`src/design/lpd_line_ram.sv`:
```
// one line store bank, registered read
`timescale 1ns / 1ps

module lpd_line_ram #(
  parameter int DEPTH = 128,
  parameter int WIDTH = 16,
  localparam int AW = $clog2(DEPTH)
) (
  input  logic             clk,
  input  logic             we,
  input  logic [AW-1:0]    waddr,
  input  logic [WIDTH-1:0] wdata,
  input  logic             re,
  input  logic [AW-1:0]    raddr,
  output logic [WIDTH-1:0] rdata
);

  logic [WIDTH-1:0] mem [DEPTH];
  logic [WIDTH-1:0] rdata_r;

  always_ff @(posedge clk) begin
    if (we) begin
      mem[waddr] <= wdata;
    end
    if (re) begin
      rdata_r <= mem[raddr];
    end
  end

  assign rdata = rdata_r;

endmodule

```
`config.mk`:
```
export PLATFORM = sky130hd
export DESIGN_NAME = lpd_line_ram
export DESIGN_NICKNAME = d
export VERILOG_FILES = /design/src/design/lpd_line_ram.sv
export SDC_FILE = /design/constraint.sdc
export NUM_CORES = 2
export LEC_CHECK = 0
export BUFFER_PORTS_ARGS = -buffer_cell sky130_fd_sc_hd__buf_4
export CORE_ASPECT_RATIO = 1.25
export CORE_MARGIN = 1.5
export CORE_UTILIZATION = 60
export CTS_BUF_LIST = sky130_fd_sc_hd__clkbuf_8
export DETAILED_ROUTE_END_ITERATION = 10
export GPL_TIMING_DRIVEN = 1
export PLACE_DENSITY = 0.76
export REMOVE_ABC_BUFFERS = 1
export SLEW_MARGIN = 20
export SYNTH_ARGS = -nofsm -noshare
export SYNTH_HDL_FRONTEND = slang
export SYNTH_SLANG_ARGS = --single-unit
```
`constraint.sdc`:
```
create_clock -name clk -period 3.3 [get_ports clk]
set_input_delay 0.33 -clock clk [delete_from_list [all_inputs] [get_ports clk]]
set_output_delay 0.33 -clock clk [all_outputs]
set_load 0.02 [all_outputs]
```
==> impl_metrics.py <==
metrics = {
    "status": {
        "status": "completed",
    },
    "timing": {
        "tightest_slew_ns": 1.15,
        "max_freq_ghz": 0.371,
        "rsz0062_at_grt": "false",
        "relSlewSlack_pct": 23.7,
        "report.final.slew_viol_count": 0,
        "setup_viol": 0,
        "min_period_ns": 2.70,
        "layout_worst_path_cycle_share_pct": 81.7,
        "hold_viol": 0,
        "fin_skew_ns": 0.0578,
    },
    "clock_network": {
        "cts_inserted_buffers": 305,
        "cts_sinks": 2064,
        "cts_tree": "done",
        "cts_resized": 0,
        "clk_latency_ns": 1.02,
        "clock-root-buffer": "clkbuf_8",
        "cts_setup_buffers": 0,
        "htreeDepth": 5,
        "path_clk_slew_ns": 0.06,
        "cts.path.max_buffers": 4,
    },
    "job": {
        "cap_violations": 0,
    },
    "synth": {
        "synth-adder-area-share_pct": 0,
        "synth_cell_types": 16,
        "synthXorXnorAreaFrac_pct": 0,
        "syn_area_um2": 78700,
        "synthSimpleGateAreaFrac_pct": 0.886,
        "synth-compound-area-share_pct": 0,
        "syn_avg_cell_area_um2": 25.5,
        "yosysWarnings": 0,
        "synth_mux_area_share_pct": 19.5,
        "yosysSeqAreaShare_pct": 78.8,
        "synth_top_family_by_area": "multiplexers",
        "synthCells": 3086,
        "synth_seq_cells": 2064,
    },
    "worst_setup_path": {
        "required_ns": 4.02,
        "crit_arrival_ns": 3.42,
        "worstSetupEndpointType": "flip-flop",
        "path_cells": "mux4_2 -> mux4_2 -> mux4_2 -> mux2_2",
        "slowest_delay_ns": 0.64,
        "crit_family": "multiplexers",
        "cp.buffers_inverters": 0,
        "startpoint_type": "flip-flop",
        "cpMostUsedCell": "mux4_2",
        "cp_slowest_cell": "mux4_2",
        "crit_type": "reg2reg",
        "worstPathMaxFanout": 1,
    },
    "drt": {
        "drtIter0Drc": 4260,
        "routed_wl_um": 186000,
        "viasPerCell": 6.66,
        "drt_first_pass_iters": 5,
        "drc": 0,
        "antenna_left": 0,
        "vias": 36600,
        "avgRoutedWirePerCell_um": 33.7,
    },
    "power_and_ir_drop": {
        "powerDensity_nw_per_um2": 567,
        "p_leak_nw": 28.0,
        "peakVddDrop_v": 0.000420,
        "p_total_w": 0.0504,
    },
    "final_layout": {
        "drive_gt1_share_pct": 36.5,
        "finalNetCount": 3600,
        "area_growth_syn_to_layout_pct": 12.9,
        "final_cell_mix": "edfxtp_1, mux4_2, clkbuf_8, buf_4, nor2_1",
        "mostFrequentLayoutCell": "edfxtp_1",
        "fin_util_pct": 68.2,
    },
    "floorplan": {
        "initial_core_util_pct": 60.4,
        "die_w_um": 327,
        "row_count": 148,
        "ios": 49,
        "coreArea_um2": 130000,
        "die_area_um2": 133000,
        "die_y_um": 408,
    },
    "global_route": {
        "grt.overflow.total": 0,
        "grt_max_degree": 105,
        "grt_pass1_vias": 38200,
        "grt_pass1_wl_um": 266000,
        "antenna_found_initial": 17,
        "grt_use_total_pct": 28.6,
    },
    "hold_path": {
        "hold_path_class": "in2reg",
    },
    "placed_design": {
        "gp_congestion": 0.834,
        "dpl.hpwl_um": 114000,
        "port_buffers": 48,
    },
}
==> synthesized netlist by cell type, drive strengths merged <==
| cell type | number | area share [%] |
|---|---|---|
| edfxtp | 2064 | 79 |
| mux4 | 672 | 19 |
| nor2 | 122 | 0.58 |
| buf | 82 | 0.49 |
| clkbuf | 82 | 0.39 |
| mux2 | 16 | 0.23 |
| nand2 | 14 | 0.067 |
| nand3 | 12 | 0.076 |
| nor3 | 9 | 0.057 |
| nor2b | 7 | 0.056 |
| nand4 | 3 | 0.024 |
| nand2b | 2 | 0.016 |
| or3 | 1 | 0.0080 |
==> cell type report <==
cell class,count,area [µm²]
Tap cell,1725,2160
Antenna cell,7,17.5
Multi-Input combinational cell,858,16100
Timing Repair Buffer,338,3270
Fill cell,7260,41400
Clock buffer,311,4280
Sequential cell,2064,62000
Clock inverter,202,1050
==> state kept, by name, summed over array words and instances, names as in the netlist <==
signal and cells:
rdata 16, mem 2048
==> final timing paths <==
kind / startpoint / to / slack, ns / depth (start not counted)
worst max-delay path: mem[87][14] / rdata[14] / 0.60 / 4
worst max register to register: mem[87][14] / rdata[14] / 0.60 / 4
worst min-delay path: wdata[15] / mem[89][15] / 0.03 / 1
worst min register to register: mem[40][4] / rdata[4] / 1.19 / 4
==> cells by family after synthesis <==
| logic type | count (synthesis) |
|---|---|
| flip-flops | 2064 |
| multiplexers | 688 |
| AND/OR/NAND/NOR | 170 |
| buffers and inverters | 164 |
==> metrics by stage <==
step           setup TNS, ns  worst slack (ns)  instances  hold slack (ns)  area [µm²]
4_1_cts                    0             0.604       5495           0.0150       88700
3_3_place_gp          -0.260           -0.0727       4964            0.772       83200
3_5_place_dp          -0.299           -0.0773       4964            0.769       83200
5_1_grt                    0             0.596       5502           0.0621       88800
6_report                   0             0.605       5505           0.0350       88800
2_1_floorplan              0             0.888       2922            0.429       78000
==> metal layers <==
metal  track usage [%]  share of wire, %  vias up
met5                 0             0.081        -
met4              13.3               4.9       24
met3              6.59                10      448
met2              46.3                50     2318
met1              37.4                35    19400
li1                  -                 -    14500
==> where the power goes <==
part	internal, W	switching, W
Sequential	0.0290	0.0000617
Combinational	0.00120	0.00164
Clock	0.00935	0.00915
Total	0.0395	0.0109
==> repair_timing <==
item / in CTS / in global routing
hold buffers: 18 / 2
hold endpoints to repair: 731 / 99
endpoints found under the setup margin: 0 / 0
Note: power is estimated with default switching activity, not from simulation.
