## config.mk

```make
export PLATFORM = sky130hd
export DESIGN_NAME = lpd_peak_cell
export DESIGN_NICKNAME = d
export VERILOG_FILES = /design/src/design/lpd_pkg.sv /design/src/design/lpd_peak_cell.sv
export SDC_FILE = /design/constraint.sdc
export NUM_CORES = 1
export LEC_CHECK = 0
export ABC_AREA = 0
export BUFFER_PORTS_ARGS = -buffer_cell sky130_fd_sc_hd__buf_2
export CAP_MARGIN = 20
export CORE_ASPECT_RATIO = 0.5
export CORE_MARGIN = 2
export CORE_UTILIZATION = 46
export DETAILED_ROUTE_END_ITERATION = 7
export GPL_TIMING_DRIVEN = 0
export PLACE_DENSITY = 0.86
export SYNTH_ARGS = -nofsm -noshare
export SYNTH_HDL_FRONTEND = slang
export SYNTH_SLANG_ARGS = --single-unit
```

## constraint.sdc

```tcl
create_clock -name vclk -period 1.5
set_input_delay 0 -clock vclk [all_inputs]
set_output_delay 0 -clock vclk [all_outputs]
set_load 0.005 [all_outputs]
```

## src/design/lpd_pkg.sv

```systemverilog
// shared types and constants for the 3x3 local peak detector
`timescale 1ns / 1ps

package lpd_pkg;

  localparam int MAX_COLS_DEF    = 128;
  localparam int MAX_ROWS_DEF    = 128;
  localparam int SAMPLE_BITS_DEF = 16;

  localparam int CFG_IDX_BITS  = 8;
  localparam int CFG_DATA_BITS = 8;

  localparam logic [CFG_IDX_BITS-1:0] CFG_FRAME_ROWS = 8'd0;
  localparam logic [CFG_IDX_BITS-1:0] CFG_FRAME_COLS = 8'd1;

  localparam int NUM_BANKS = 3;
  localparam int NUM_SLOTS = 4;

  // decision slots in emit order
  localparam int SLOT_UL = 0;
  localparam int SLOT_UR = 1;
  localparam int SLOT_LL = 2;
  localparam int SLOT_LR = 3;

  typedef logic [1:0] bank_t;

  typedef struct packed {
    logic up;
    logic down;
    logic left;
    logic right;
  } nb_mask_t;

endpackage

```

## src/design/lpd_peak_cell.sv

```systemverilog
// strict eight-neighbour maximum test over one 3x3 window
`timescale 1ns / 1ps

module lpd_peak_cell #(
  parameter int SAMPLE_BITS = 16
) (
  input  logic signed [SAMPLE_BITS-1:0] win [3][3],
  input  lpd_pkg::nb_mask_t             mask,
  output logic                          peak
);

  import lpd_pkg::*;

  always_comb begin
    logic present;
    peak = 1'b1;
    for (int i = 0; i < 3; i++) begin
      for (int j = 0; j < 3; j++) begin
        present = (i != 0 || mask.up) && (i != 2 || mask.down) &&
                  (j != 0 || mask.left) && (j != 2 || mask.right) &&
                  !(i == 1 && j == 1);
        if (present && !(win[1][1] > win[i][j])) begin
          peak = 1'b0;
        end
      end
    end
  end

endmodule

```

==> impl_metrics.env <==
export IMPL_antenna_cells=0
export IMPL_synth_cells_most_frequent="128 x ha_1, 128 x inv_1, 40 x a21oi_1, 27 x nand4_1, 24 x nand2_1"
export IMPL_grt_met2_usage=0.488
export IMPL_grt_pass1_vias=3914
export IMPL_power_total_w=0.00124
export IMPL_ir_drop_mv=0.114
export IMPL_synthesis_instances=469
export IMPL_post_route_drc_count=0
export IMPL_final_min_clock_period_ps=2090
export IMPL_drt_iter0_drc=203
export IMPL_first_pass_iters=4
export IMPL_post_dp_cell_area_mm2=0.00431
export IMPL_run_status="complete, but fails checks"
export IMPL_starting_density_of_the_core=0.489
export IMPL_crit_path_start_kind="input port"
export IMPL_fin_ws_ps=-595
export IMPL_setup_worst_path_end_class="output pin"
export IMPL_path_cells="buf_8 > clkinvlp_4 > buf_6 > ha_4 > nor2b_1 > o211ai_1 > a2111oi_2 > nor4_2 > mux2i_1 > a211oi_2 > o2111a_1 > buf_2"
export IMPL_post_drt_via_cell_ratio=5.45
export IMPL_globalRouteTotalUtil=0.261
export IMPL_dp_hpwl_um=8570
export IMPL_global_route_met1_utilization=0.311
export IMPL_place_gp_congestion=0.897
export IMPL_die_area_mm2=0.00805
export IMPL_io_pins=149
export IMPL_worst_relative_slew_slack=0.690
export IMPL_met3_usage=0.0380
export IMPL_cp_arrival_ps=2090
export IMPL_area_growth_synth_to_final_pct=37.6
export IMPL_grt_first_pass_wirelength_um=17300
export IMPL_register_area_um2=0
export IMPL_grt_start_max_net_pins=9
export IMPL_wire_per_inst_um=15.2
export IMPL_crit_fanout=3
export IMPL_finalInstanceArea_mm2=0.00463
export IMPL_final_count_of_hold_timing_violations=0
export IMPL_placedCellCount=710
export IMPL_synth_lib_cells_used_distinct=42
export IMPL_tightest_slew_ps=461
export IMPL_synth_top_area_share=0.476
export IMPL_synth_yosys_seq_area_share=0
export IMPL_power_static_leakage_nw=2.74
export IMPL_drive_gt1_frac=0.300
export IMPL_grt_setup_unrepaired="true"
export IMPL_antenna_left=0
export IMPL_finalWirelength_um=11000
export IMPL_worst_path_max_delay_cell="a2111oi_2"
export IMPL_final_min_period_over_clock_period=1.40
export IMPL_die_width_um=125
export IMPL_critical_path_required_ps=1500
export IMPL_maxCapViolations=0
export IMPL_power_density_cell_area_mw_per_mm2=268
export IMPL_synth_top_cells_by_area="ha_1 48%, inv_1 14%, a21oi_1 6.0%"
export IMPL_die_height_um=64.5
export IMPL_nClkBuffers=0
export IMPL_final_setup_viol_count=1
export IMPL_num_nets_final=909
export IMPL_crit_path_category="input port to output pin"
export IMPL_via_count=3943
export IMPL_seq_cell_count=0
export IMPL_synthesis_yosys_warnings=0
export IMPL_cpPeakStageDelay_ps=440
export IMPL_mean_cell_area_of_the_mapped_netlist_um2=7.17
export IMPL_fillers=623
export IMPL_globalRoute_totalOverflow=0
export IMPL_setup_slack_at_placement_ps=-635
export IMPL_worstPathBufferInverterCount=4
export IMPL_synth_largest_area_cell="ha_1"
export IMPL_synth_fp_nets=745
export IMPL_slew_viols_final=0
export IMPL_holdCritPathClass="input port to output pin"
export IMPL_number_of_buffers_inserted_by_port_buffering=149
export IMPL_grt_antenna_before_repair=0
export IMPL_top_usage_layer="met2"
export IMPL_synth_cell_area_mm2=0.00336
export IMPL_timing_critical_path_max_delay_family="compound AO/OA/AOI/OAI gates"
export IMPL_final_cell_count_no_fill=723
export IMPL_row_count=21
export IMPL_violations="negative setup slack"
export IMPL_core_area_mm2=0.00688
export IMPL_highest_clock_rate_ghz=0.477
==> where the power goes <==
part / internal (W) / leakage (nW) / switching, W
Clock: 0 / 0 / 0
Combinational: 0.000595 / 2.74 / 0.000645
Sequential: 0 / 0 / 0
Total: 0.000595 / 2.74 / 0.000645
==> layout make-up <==
type | instances | area [um2] | area share
Multi-Input combinational cell | 341 | 3100 | 0.670
Tap cell | 92 | 115 | 0.0249
Inverter | 128 | 499 | 0.108
Timing Repair Buffer | 162 | 915 | 0.198
==> per-layer routing <==
| layer | up-vias | wire length (um) |
|---|---|---|
| met5 | - | 0 |
| met3 | 27 | 928 |
| met2 | 148 | 5250 |
| li1 | 1994 | - |
| met4 | 0 | 228 |
| met1 | 1774 | 4580 |
==> logic make-up (layout without fill, tap and decap cells) <==
family          Yosys count  after routing  synth area share
fa+ha+maj               128            128             0.476
buf+inv                 128            290             0.143
compound gates          105            105             0.201
simple gates            105            105             0.171
mux                       2              2           0.00595
xor+xnor                  1              1           0.00260
==> through the flow <==
| stage | hold WS [ps] | setup TNS [ps] | utilization |
|---|---|---|---|
| after floorplan | 148 | -58.2 | - |
| after global placement | 404 | -624 | 0.626 |
| after detailed placement | 404 | -635 | 0.626 |
| after CTS | 427 | -504 | 0.657 |
| after global routing | 441 | -693 | 0.672 |
| final | 406 | -595 | 0.672 |
==> what timing repair did <==
action | 4_1_cts | 5_1_grt
buffers inserted | 10 | 3
setup endpoints to repair | 1 | 1
endpoints found under the hold margin | 0 | 0
gates resized for setup | 28 | 12
hold buffers | 0 | 0
gates cloned | 0 | 0
pin swaps | 17 | 7
==> placed cells by master (no fill, tap or decap), types with 2 or more instances in the layout <==
master | synthesis | routed
o21bai_1 | 3 | 3
nand4_1 | 27 | 27
inv_2 | 0 | 2
nand3b_1 | 3 | 3
a21boi_0 | 3 | 3
o21a_1 | 2 | 2
ha_1 | 128 | 118
nor3_1 | 3 | 2
and2_1 | 2 | 2
o211ai_1 | 10 | 10
a211o_1 | 3 | 3
buf_6 | 0 | 5
a21o_1 | 6 | 6
buf_4 | 0 | 18
ha_4 | 0 | 10
a211oi_2 | 0 | 2
nand3_1 | 8 | 8
a211oi_1 | 5 | 3
o31ai_1 | 2 | 2
o21ai_0 | 15 | 14
mux2i_1 | 2 | 2
or4_1 | 2 | 2
buf_2 | 0 | 136
nor2_1 | 14 | 14
nor4_1 | 7 | 3
nor2b_1 | 9 | 9
a21oi_1 | 40 | 40
inv_1 | 128 | 123
a31oi_1 | 3 | 3
nand2_1 | 24 | 24
nor4_2 | 0 | 3
==> path summary, 6_finish.rpt <==
path              cells after the start  startpoint   end  slack [ps]
setup / recovery                     12     win[64]  peak        -590
hold / removal                        4     mask[2]  peak         410
No activity file was read; power rests on OpenSTA's default activity.
